==> src/rtl/skt_pkg.sv <==
// ----------------------------------------------------------------------------
// skt_pkg: shared types for the sorted key table
// item and result layouts, command and status codes, cell control bundle
// ----------------------------------------------------------------------------
`default_nettype none

package skt_pkg;

  localparam int KEY_W       = 31;
  localparam int IN_PAY_W    = 32;
  localparam int OUT_PAY_W   = 32;
  localparam int OUT_COUNT_W = 7;

  typedef enum logic [1:0] {
    CMD_INSERT = 2'd0,
    CMD_LOOKUP = 2'd1,
    CMD_UPDATE = 2'd2,
    CMD_DELETE = 2'd3
  } cmd_t;

  localparam logic [1:0] ST_OK        = 2'd0;
  localparam logic [1:0] ST_NOT_FOUND = 2'd1;
  localparam logic [1:0] ST_FULL      = 2'd2;

  typedef struct packed {
    cmd_t                cmd;
    logic [KEY_W-1:0]    key;
    logic [IN_PAY_W-1:0] payload;
  } in_item_t;

  typedef struct packed {
    logic [1:0]             status;
    logic [OUT_PAY_W-1:0]   payload_out;
    logic [OUT_COUNT_W-1:0] entry_count;
  } out_item_t;

  // broadcast from the sequencer to every cell
  typedef struct packed {
    logic             compare;
    logic             apply;
    cmd_t             cmd;
    logic [KEY_W-1:0] key;
    logic             not_full;
    logic             found;
  } cell_ctrl_t;

endpackage

`default_nettype wire

==> src/rtl/skt_cell.sv <==
// ----------------------------------------------------------------------------
// skt_cell: one entry of the sorted key table
// holds a key and payload, compares against the broadcast key and shifts
// to or from its neighbours on insert and delete
// ----------------------------------------------------------------------------
`default_nettype none

module skt_cell #(
  parameter int PAYLOAD_BITS = 32
) (
  input  wire logic                     clk,
  input  wire skt_pkg::cell_ctrl_t      ctrl,
  input  wire logic                     valid,
  input  wire logic [PAYLOAD_BITS-1:0]  new_payload,
  input  wire logic [skt_pkg::KEY_W-1:0] left_key,
  input  wire logic [PAYLOAD_BITS-1:0]  left_payload,
  input  wire logic                     left_flag,
  input  wire logic [skt_pkg::KEY_W-1:0] right_key,
  input  wire logic [PAYLOAD_BITS-1:0]  right_payload,
  output logic [skt_pkg::KEY_W-1:0]     key,
  output logic [PAYLOAD_BITS-1:0]       payload,
  output logic                          flag,
  output logic                          hit
);

  import skt_pkg::*;

  logic eq;

  // flag marks the cells at or after the target position
  always_ff @(posedge clk) begin
    if (ctrl.compare) begin
      if (ctrl.cmd == CMD_INSERT) begin
        flag <= !valid || (key > ctrl.key);
      end else begin
        flag <= valid && (key >= ctrl.key);
      end
      eq <= (key == ctrl.key);
    end
  end

  // first cell at or after the lower bound, holding the key itself
  assign hit = flag && !left_flag && eq;

  always_ff @(posedge clk) begin
    if (ctrl.apply) begin
      case (ctrl.cmd)
        CMD_INSERT: begin
          if (ctrl.not_full && flag) begin
            if (left_flag) begin
              key     <= left_key;
              payload <= left_payload;
            end else begin
              key     <= ctrl.key;
              payload <= new_payload;
            end
          end
        end
        CMD_UPDATE: begin
          if (hit) begin
            payload <= new_payload;
          end
        end
        CMD_DELETE: begin
          if (ctrl.found && flag) begin
            key     <= right_key;
            payload <= right_payload;
          end
        end
        default: begin
        end
      endcase
    end
  end

endmodule

`default_nettype wire

==> config.mk <==
export PLATFORM = sky130hd
export DESIGN_NAME = skt_cell
export DESIGN_NICKNAME = d
export VERILOG_FILES = /design/src/rtl/skt_pkg.sv /design/src/rtl/skt_cell.sv
export SDC_FILE = /design/constraint.sdc
export NUM_CORES = 1
export LEC_CHECK = 0
export BUFFER_PORTS_ARGS = -buffer_cell sky130_fd_sc_hd__buf_2
export CAP_MARGIN = 10
export CORE_AREA = 2 2 102 104
export DETAILED_ROUTE_END_ITERATION = 6
export DIE_AREA = 0 0 104 106
export GPL_ROUTABILITY_DRIVEN = 0
export PLACE_DENSITY = 0.81
export SLEW_MARGIN = 10
export SYNTH_ARGS = -nofsm -noshare
export SYNTH_HDL_FRONTEND = slang
export SYNTH_SLANG_ARGS = --single-unit
==> constraint.sdc <==
create_clock -name clk -period 9.1 [get_ports clk]
set_clock_uncertainty 0.15 [all_clocks]
set_input_delay 0.91 -clock clk [delete_from_list [all_inputs] [get_ports clk]]
set_output_delay 0.91 -clock clk [all_outputs]
set_load 0.01 [all_outputs]
---- Word-level counts from Yosys, hierarchy flattened ----
Index checks and enable logic that the tools add are counted.
cells by class
  magnitude comparators ................... 2
  equal/unequal tests ..................... 6
  muxes and demuxes ....................... 10
  reductions and logical operators ........ 13
operators by type and width
  kind                                                   count
  two-way mux 32 bit                                     4
  one-hot mux 32 bit (3 select lines)                    1
  two-way mux 31 bit                                     3
  one-hot mux 31 bit (2 select lines)                    1
  == test 31 bit                                         1
  greater-or-equal comparator 31 bit                     1
  greater-than comparator 31 bit                         1
  logical AND 1 bit                                      5
  AND reduction 5 bit                                    1
  == test 2 bit, second input constant                   2
  inequality test 2 bit, second input constant           2
  AND reduction 4 bit                                    1
  nonzero test 3 bit                                     1
  zero test 1 bit                                        2
  zero test 2 bit                                        1
  inequality test 2 x 1 -> 1 bit, second input constant  1
  nonzero test 2 bit                                     1
  logical OR 1 bit                                       1
  two-way mux 1 bit                                      1
storage, ports and cells
  flip-flop bits (word level) ............. 65
  word-level logic and storage cells ...... 35

---- Depth between registers and ports, before layout ----
Gate-level depths: netlist of the first run.
  word-level depth ........................ 5
  gate-level depth with buffers ........... 8

---- Worst setup path before layout of the first run ----
No wires, ideal clock.
  path kind ............................... input port to flip-flop
  start point ............................. input ctrl[33] (netlist bit)
  end point ............................... register payload[0] (enable)
  library setup time ...................... 0.421 ns
  arrival time ............................ 3.067 ns
  data required time ...................... 8.529 ns
  path slack .............................. 5.462 ns
  stages .................................. 6
  buffers on the path ..................... 2
  cell sequence ........................... inv_1 ha_1 clkbuf_1 clkbuf_1 a21oi_1 nor2_1
on the way
  longest elaborated chain between the ends .. 3
RTL lines
  item                                                            RTL line        source
  from (decl)                                                     skt_cell.sv:12  input wire skt_pkg::cell_ctrl_t ctrl,
  == test 2 bit / zero test 2 bit (equally long branches)         skt_cell.sv:47  case (ctrl.cmd)
  inequality test 2 bit (no source line) (tied with other cells)  -
  AND reduction 5 bit (no source line) *                          -
  to (signal assigned)                                            skt_cell.sv:52  payload <= left_payload;
  to (signal assigned)                                            skt_cell.sv:55  payload <= new_payload;
  to (signal assigned)                                            skt_cell.sv:61  payload <= new_payload;
  to (decl)                                                       skt_cell.sv:21  output logic [PAYLOAD_BITS-1:0] payload,
Every way passes the cells marked *; elsewhere a longest branch is shown, timed or not.
A chain may end at the register's enable or synchronous reset.

---- Worst setup path after layout of the first run ----
  start point ............................. input left_flag
  end point ............................... output hit
on the way
  longest elaborated chain between the ends .. 3
RTL lines
  item                             RTL line        source
  from (decl)                      skt_cell.sv:17  input wire logic left_flag,
  zero test 1 bit                  skt_cell.sv:43  assign hit = flag && !left_flag && eq;
  logical AND 1 bit (2 in series)  skt_cell.sv:43
  to (decl)                        skt_cell.sv:23  output logic hit
No other way between the ends.

==> results of run 1 <==
## final cells by class
class,count,area share
multi-input cells,318,0.363
flip-flops and latches,65,0.327
repair buffers,268,0.227
well taps,136,0.0285
inverters,35,0.0220
clock buffers,9,0.0208
clock inverters,7,0.0103
diodes,1,0.000419
## cell families after synthesis
group	synth area share
fa+ha+maj	0.0975
buf+inv	0.0600
flops	0.448
simple gates	0.123
mux	0.0711
compound gates	0.201
## cell usage in the layout (no fill, tap or decap), types with 6 or more instances in the layout
master	n
o21ai_0	52
nor2b_1	31
nand2_1	43
buf_2	262
ha_1	33
inv_1	35
clkbuf_8	9
edfxtp_1	65
a21oi_1	45
buf_4	6
nor2_1	6
o21ai_1	15
mux2i_1	31
a22oi_1	33
## registers in the layout, summed over array words and instances, names as in the netlist
signal,count
payload,32
key,31
eq,1
flag,1
## worst min path at each step
stage,end,slack (ns),depth (start not counted)
2_1_floorplan,flag,0.78,5
3_3_place_gp,flag,0.76,5
3_5_place_dp,flag,0.80,5
4_1_cts,flag,0.62,1
5_1_grt,flag,0.62,1
6_report,flag,0.64,1
## critical path, cell delays in order
cell and delay, ns:
buf_2 0.08, buf_4 0.66, nor2_1 0.14, buf_2 0.19
## cell usage after synthesis, drive strengths merged
cell / count
a221oi: 1
mux2i: 31
o31ai: 1
ha: 34
a22oi: 33
a211oi: 2
nor3: 2
clkbuf: 14
buf: 15
nor4: 2
inv: 35
nor2: 8
nand4: 7
nand3: 4
nor2b: 32
and2: 1
o221ai: 1
o21ai: 67
nand2: 43
a21oi: 45
or2b: 1
edfxtp: 65
o211ai: 2
nand3b: 1
## layer usage
metal  track usage  vias up  wire length [um]
met5             0        -                 0
met4        0.0936        0               326
met3        0.0435       23               842
met2         0.412      187              6630
met1         0.250     1980              5050
li1              -     2133                 -
## through the flow
step                instance area, um2  hold WS [ns]  setup slack [ns]  total power, uW
floorplan                         4360         0.780              5.46              464
global placement                  5780         0.757              6.06              541
detailed placement                5780         0.805              6.02              549
CTS                               5960         0.622              6.03              787
global route                      5970         0.616              5.94              819
finish                            5970         0.640              6.05              779
## power by group through the flow
stage               Combinational [uW]  Clock [uW]  Sequential, uW
floorplan                         89.5           0             375
global placement                   174           0             367
detailed placement                 181           0             368
CTS                                182         244             361
global route                       201         256             362
finish                             180         238             361
==> flow_summary.ini, run 1 <==
[run_status]
status = completed

[sta]
hold_viol = 0
maxSlewHeadroom = 0.393
setup_viol = 0
rsz0062_at_grt = no
worst_slew_pin_slew_ns = 0.910
max_freq_mhz = 328
tns_ns = 0
period_needed_ns = 3.05
final_max_slew_viol_count = 0
finalCritPeriodShare = 0.335

[pwr]
pwr-share-comb = 0.231
p_clk_frac = 0.305
p_int_uw = 561
cellPowerDensity_nw_per_um2 = 131
ir_drop_v = 0.0000731
switching_share = 0.279
leakage_uw = 0.00280
p_seq_frac = 0.463
switching_power_uw = 218

[placement]
io_buffers = 262
post-dp-hpwl_um = 9920
place_inst = 822

[synth]
avgSynthCellArea_um2 = 9.76
yosys.area.top_type = edfxtp_1
yosys-top-cells-area = edfxtp_1, ha_1, mux2i_1, o21ai_0, a22oi_1
syn_area_um2 = 4360
ys_seq_area_frac = 0.448
ys_types = 30
yosysWarnings = 0
synth_nets = 679
syn_inst = 447
synth_seq_cells = 65
synth_top_area_share = 0.448

[route]
drtIter0Drc = 213
drcViolationCount = 0
via_per_inst = 5.15
ant_nets = 0
routed-via-count = 4323
wl_um = 12800
post_drt_wl_per_cell_um = 15.3
first_pass_iters = 4

[floorplanning]
row_count = 37
initial_core_util = 0.436
dieArea_um2 = 11000
ios = 263
die_y_um = 106
die_x_um = 104
core_um2 = 10000

[finish]
area_growth_pct = 36.8
seq_area_um2 = 1950
layout.cells.non_filler = 839
multiInputGateArea_um2 = 2170
drive_gt1_frac = 0.420
nets = 929
final_util = 0.597
fill_cells = 876

[cts]
htreeDepth = 3
clkTransAtPathRegs_ns = 0.07
postCtsSetupBuffers = 0
cts_tree = yes
postCtsResizedCells = 0
clock_latency_ns = 0.34
clkSinkCount = 65
clockRootBuffer = clkbuf_8
cts_inserted_buffers = 9
cts_buffer_depth = 2
cts_hold_buf = 0

[flow_run]
drv_cap = 0

[worst_setup_path]
crit_end = hit
endpoint_kind = primary output
crit_fanout = 65
timing.rr.start = key[8]
required_ns = 8.04
r2r_slack_ns = 7.02
critPathKind = in -> out
crit_arrival_ns = 1.99
cp-startpoint = left_flag
start_kind = input port
r2r-end = flag
ff2ff_path_depth = 7

[global_routing]
track_usage = 0.223
grt_pass1_wl_um = 19700
grt_max_degree = 72
globalRoute.totalOverflow = 0
grt_pass1_vias = 4258
antenna_found_initial = 1

[hold_path]
holdCritPathClass = in -> reg
hp-start = ctrl[36]
Note: power is estimated with default switching activity, not from simulation.
==> run 2, diff against run 1 <==
--- a/config.mk
+++ b/config.mk
@@ -7,11 +7,11 @@
 export LEC_CHECK = 0
 export BUFFER_PORTS_ARGS = -buffer_cell sky130_fd_sc_hd__buf_2
 export CAP_MARGIN = 10
-export CORE_AREA = 2 2 102 104
+export CORE_ASPECT_RATIO = 1.75
+export CORE_UTILIZATION = 40
 export DETAILED_ROUTE_END_ITERATION = 6
-export DIE_AREA = 0 0 104 106
 export GPL_ROUTABILITY_DRIVEN = 0
-export PLACE_DENSITY = 0.81
+export PLACE_DENSITY = 0.78
 export SLEW_MARGIN = 10
 export SYNTH_ARGS = -nofsm -noshare
 export SYNTH_HDL_FRONTEND = slang
==> constraint.sdc (replaced) <==
create_clock -name clk -period 2.5 [get_ports clk]
set_clock_uncertainty 0.15 [all_clocks]
set_input_delay 0.25 -clock clk [delete_from_list [all_inputs] [get_ports clk]]
set_output_delay 0.25 -clock clk [all_outputs]
set_load 0.01 [all_outputs]
==> flow_summary.ini, run 2 (synthesis results as in run 1) <==
[cts]
htreeDepth = 3
clkTransAtPathRegs_ns = 0.06
postCtsSetupBuffers = 0
clkSinkCount = 65
clockRootBuffer = clkbuf_16
cts_tree = yes
cts_buffer_depth = 2
cts_inserted_buffers = 9
clock_latency_ns = 0.32

[sta]
finalCritPeriodShare = 0.864
rsz0062_at_grt = no
period_needed_ns = 2.16
maxSlewHeadroom = 0.619
tns_ns = 0
finalWorstSetupSlack_ns = 0.339
worst_slew_pin_slew_ns = 0.572
final_max_slew_viol_count = 0
hold_viol = 0
max_freq_mhz = 463
setup_viol = 0

[pwr]
pwr-share-comb = 0.197
ir_drop_v = 0.000441
switching_power_uw = 832
p_total_uw = 3410
p_int_uw = 2570
switching_share = 0.244
p_clk_frac = 0.418
leakage_uw = 0.00289
cellPowerDensity_nw_per_um2 = 552
p_seq_frac = 0.386

[worst_setup_path]
endpoint_kind = flop
cp_cell_sequence = ha_1 -> a21oi_1 -> o21ai_1 -> a221oi_2 -> o31ai_1 -> a21oi_1 -> o221ai_2
crit_fanout = 3
critPathKind = reg -> reg
cp_slowest_cell = edfxtp_1
crit_top_cell = a21oi_1
max_stage_delay_ns = 0.39
required_ns = 2.41
crit_arrival_ns = 2.08
start_kind = flop

[global_routing]
track_usage = 0.223
globalRoute.totalOverflow = 0
antenna_found_initial = 0
grt_pass1_vias = 4310
grt_max_degree = 71
grt_pass1_wl_um = 19400

[finish]
nets = 933
top_register = payload
drive_gt1_frac = 0.424
fill_cells = 953
antenna_cells = 0
largest_reg_flops = 32
area_growth_pct = 41.3
mostFrequentLayoutCells = buf_2, edfxtp_1, o21ai_0, a21oi_1, nand2_1
final_common_cell = buf_2
reg_top3 = payload x32, key x31

[floorplanning]
core_um2 = 10600
initial_core_util = 0.410
die_x_um = 80.9
ios = 263
die_y_um = 140
row_count = 50
dieArea_um2 = 11300

[run_status]
status = completed

[placement]
post-dp-hpwl_um = 9970
io_buffers = 262
dp_slack_ns = 0.315

[route]
wl_um = 12500
drcViolationCount = 0
via_per_inst = 5.20
routed-via-count = 4346
drtIter0Drc = 144
post_drt_wl_per_cell_um = 14.9
first_pass_iters = 4
ant_nets = 0

[flow_run]
drv_cap = 0

[hold_path]
holdCritPathClass = in -> reg
[run 2: path summary, 6_finish.rpt]
| path | startpoint | cells past startpoint | end | slack [ns] |
|---|---|---|---|---|
| setup / recovery | key[10] | 7 | flag | 0.34 |
| hold / removal | right_key[5] | 3 | key[5] | 0.05 |
| setup reg to reg | key[10] | 7 | flag | 0.34 |
| hold reg to reg | key[14] | 5 | flag | 0.83 |
[run 2: stage by stage]
stage / utilization / instance area [um2] / hold slack [ns] / instances
finish: 0.580 / 6160 / 0.0550 / 836
global route: 0.580 / 6160 / 0.0550 / 836
CTS: 0.580 / 6160 / 0.0424 / 836
detailed placement: 0.546 / 5810 / 0.329 / 819
global placement: 0.546 / 5810 / 0.324 / 819
floorplan: - / 4370 / 0.212 / 447
[run 2: worst max-delay path: cells and delay by family (launching register included)]
family / cells / cell delay [ns]
adder cells (fa/ha/maj): 1 / 0.34
AO/OA/AOI/OAI: 6 / 1.02
flip-flops: 1 / 0.39
[run 2: final cells by class]
| type | instances | area, um2 | share of cell area |
|---|---|---|---|
| multi-input cells | 318 | 2170 | 0.353 |
| clock buffers | 9 | 225 | 0.0365 |
| clock inverters | 7 | 119 | 0.0193 |
| inverters | 35 | 131 | 0.0213 |
| flip-flops and latches | 65 | 1950 | 0.317 |
| well taps | 130 | 163 | 0.0264 |
| repair buffers | 272 | 1400 | 0.227 |
[run 2: layer usage]
layer  global-route usage  part of all wire
met2                0.407              0.53
met1                0.227              0.37
met3               0.0521             0.066
met4                0.117             0.037
met5                    0                 0
[run 2: what timing repair did]
item	4_1_cts	5_1_grt
endpoints found under the hold margin	2	0
hold buffers	1	0
resized for setup	0	0
[run 2: power groups by stage]
stage / combinational (uW) / clock [uW] / sequential, uW
floorplan: 327 / 0 / 1360
CTS: 676 / 1460 / 1310
global route: 751 / 1500 / 1320
finish: 670 / 1420 / 1310
detailed placement: 671 / 0 / 1340
global placement: 643 / 0 / 1330
==> run 3, diff against run 2 <==
--- a/config.mk
+++ b/config.mk
@@ -11,7 +11,7 @@
 export CORE_UTILIZATION = 40
 export DETAILED_ROUTE_END_ITERATION = 6
 export GPL_ROUTABILITY_DRIVEN = 0
-export PLACE_DENSITY = 0.78
+export PLACE_DENSITY = 0.84
 export SLEW_MARGIN = 10
 export SYNTH_ARGS = -nofsm -noshare
 export SYNTH_HDL_FRONTEND = slang
==> flow_summary.ini, run 3 (synthesis results as in run 1) <==
[pwr]
ir_drop_v = 0.000401
cellPowerDensity_nw_per_um2 = 544
leakage_uw = 0.00288

[cts]
cts_buffer_depth = 2
clkTransAtPathRegs_ns = 0.06
cts_inserted_buffers = 9
postCtsSetupBuffers = 0
clock_latency_ns = 0.33
clkSinkCount = 65
cts_tree = yes
clockRootBuffer = clkbuf_16
htreeDepth = 3
postCtsResizedCells = 0

[worst_setup_path]
start_kind = flop
critPathKind = reg -> reg
required_ns = 2.42
crit_arrival_ns = 2.07
crit_fanout = 3
endpoint_kind = flop

[floorplanning]
row_count = 50
core_um2 = 10600
die_y_um = 140
initial_core_util = 0.410
ios = 263
die_x_um = 80.9
dieArea_um2 = 11300

[finish]
mostFrequentLayoutCells = buf_2, edfxtp_1, o21ai_0, a21oi_1, nand2_1
largest_reg_flops = 32
area_growth_pct = 40.6
reg_top3 = payload x32, key x31
drive_gt1_frac = 0.421
final_common_cell = buf_2
antenna_cells = 0
nets = 932
layout.cells.non_filler = 835
top_register = payload

[sta]
maxSlewHeadroom = 0.637
hold_viol = 0
setup_viol = 0
period_needed_ns = 2.15
max_freq_mhz = 465
rsz0062_at_grt = no
whs_ns = 0.0432
tns_ns = 0
final_max_slew_viol_count = 0
worst_slew_pin_slew_ns = 0.544
finalCritPeriodShare = 0.860

[route]
routed-via-count = 4342
via_per_inst = 5.20
wl_um = 12800
first_pass_iters = 4
ant_nets = 0
post_drt_wl_per_cell_um = 15.3
drtIter0Drc = 138
drcViolationCount = 0

[placement]
io_buffers = 262
place_inst = 818
post-dp-hpwl_um = 10200

[run_status]
status = completed

[global_routing]
grt_pass1_vias = 4441
grt_max_degree = 66
antenna_found_initial = 0
grt_pass1_wl_um = 20100
track_usage = 0.232
globalRoute.totalOverflow = 0

[hold_path]
holdCritPathClass = in -> reg

[flow_run]
drv_cap = 0
run 3: cell types whose count changed in the layout (fill, tap and decap cells not counted), sizes merged:
cell	delta
clkinv	+1
bufinv	-1
buf	-1
clkinvlp	-1
inv	+1
run 3: area by class of cell:
type | count | area, um2
flip-flops and latches | 65 | 1950
clock buffers | 9 | 225
inverters | 35 | 131
fillers | 952 | 4500
repair buffers | 271 | 1390
clock inverters | 7 | 93.8
well taps | 130 | 163
multi-input cells | 318 | 2170
run 3: metal layers:
layer,track usage,wire length (um)
met3,0.0547,895
met5,0,0
met4,0.145,550
met2,0.421,6880
met1,0.226,4440
run 3: worst paths after layout:
path	start	to	slack, ns	cells past startpoint
worst min register to register	key[30]	flag	0.84	5
worst min-delay path	right_key[13]	key[13]	0.04	3
worst max register to register	key[10]	flag	0.35	7
worst max-delay path	key[10]	flag	0.35	7
run 3: what timing repair did:
| item | 4_1_cts | 5_1_grt |
|---|---|---|
| hold buffers | 1 | 0 |
| setup endpoints to repair | 0 | 0 |
| endpoints found under the hold margin | 2 | 0 |
run 3: critical path, cell delays in order (launching register included):
cell and delay [ns]:
edfxtp_1 0.38, ha_1 0.33, a21oi_1 0.17, o21ai_1 0.11
a221oi_2 0.29, o31ai_1 0.13, a21oi_1 0.21, o221ai_2 0.12
run 3: power breakdown:
| group | internal [uW] | switching, uW |
|---|---|---|
| Clock | 872 | 487 |
| Sequential | 1290 | 22.3 |
| Combinational | 309 | 356 |
run 3: per-stage QoR:
step	setup WS, ns	power [uW]	util	cell area, um2
CTS	0.331	3360	0.577	6130
global placement	0.399	1980	0.546	5800
finish	0.349	3340	0.577	6130
floorplan	0.0378	1690	-	4370
detailed placement	0.359	2000	0.546	5800
global route	0.226	3490	0.577	6130
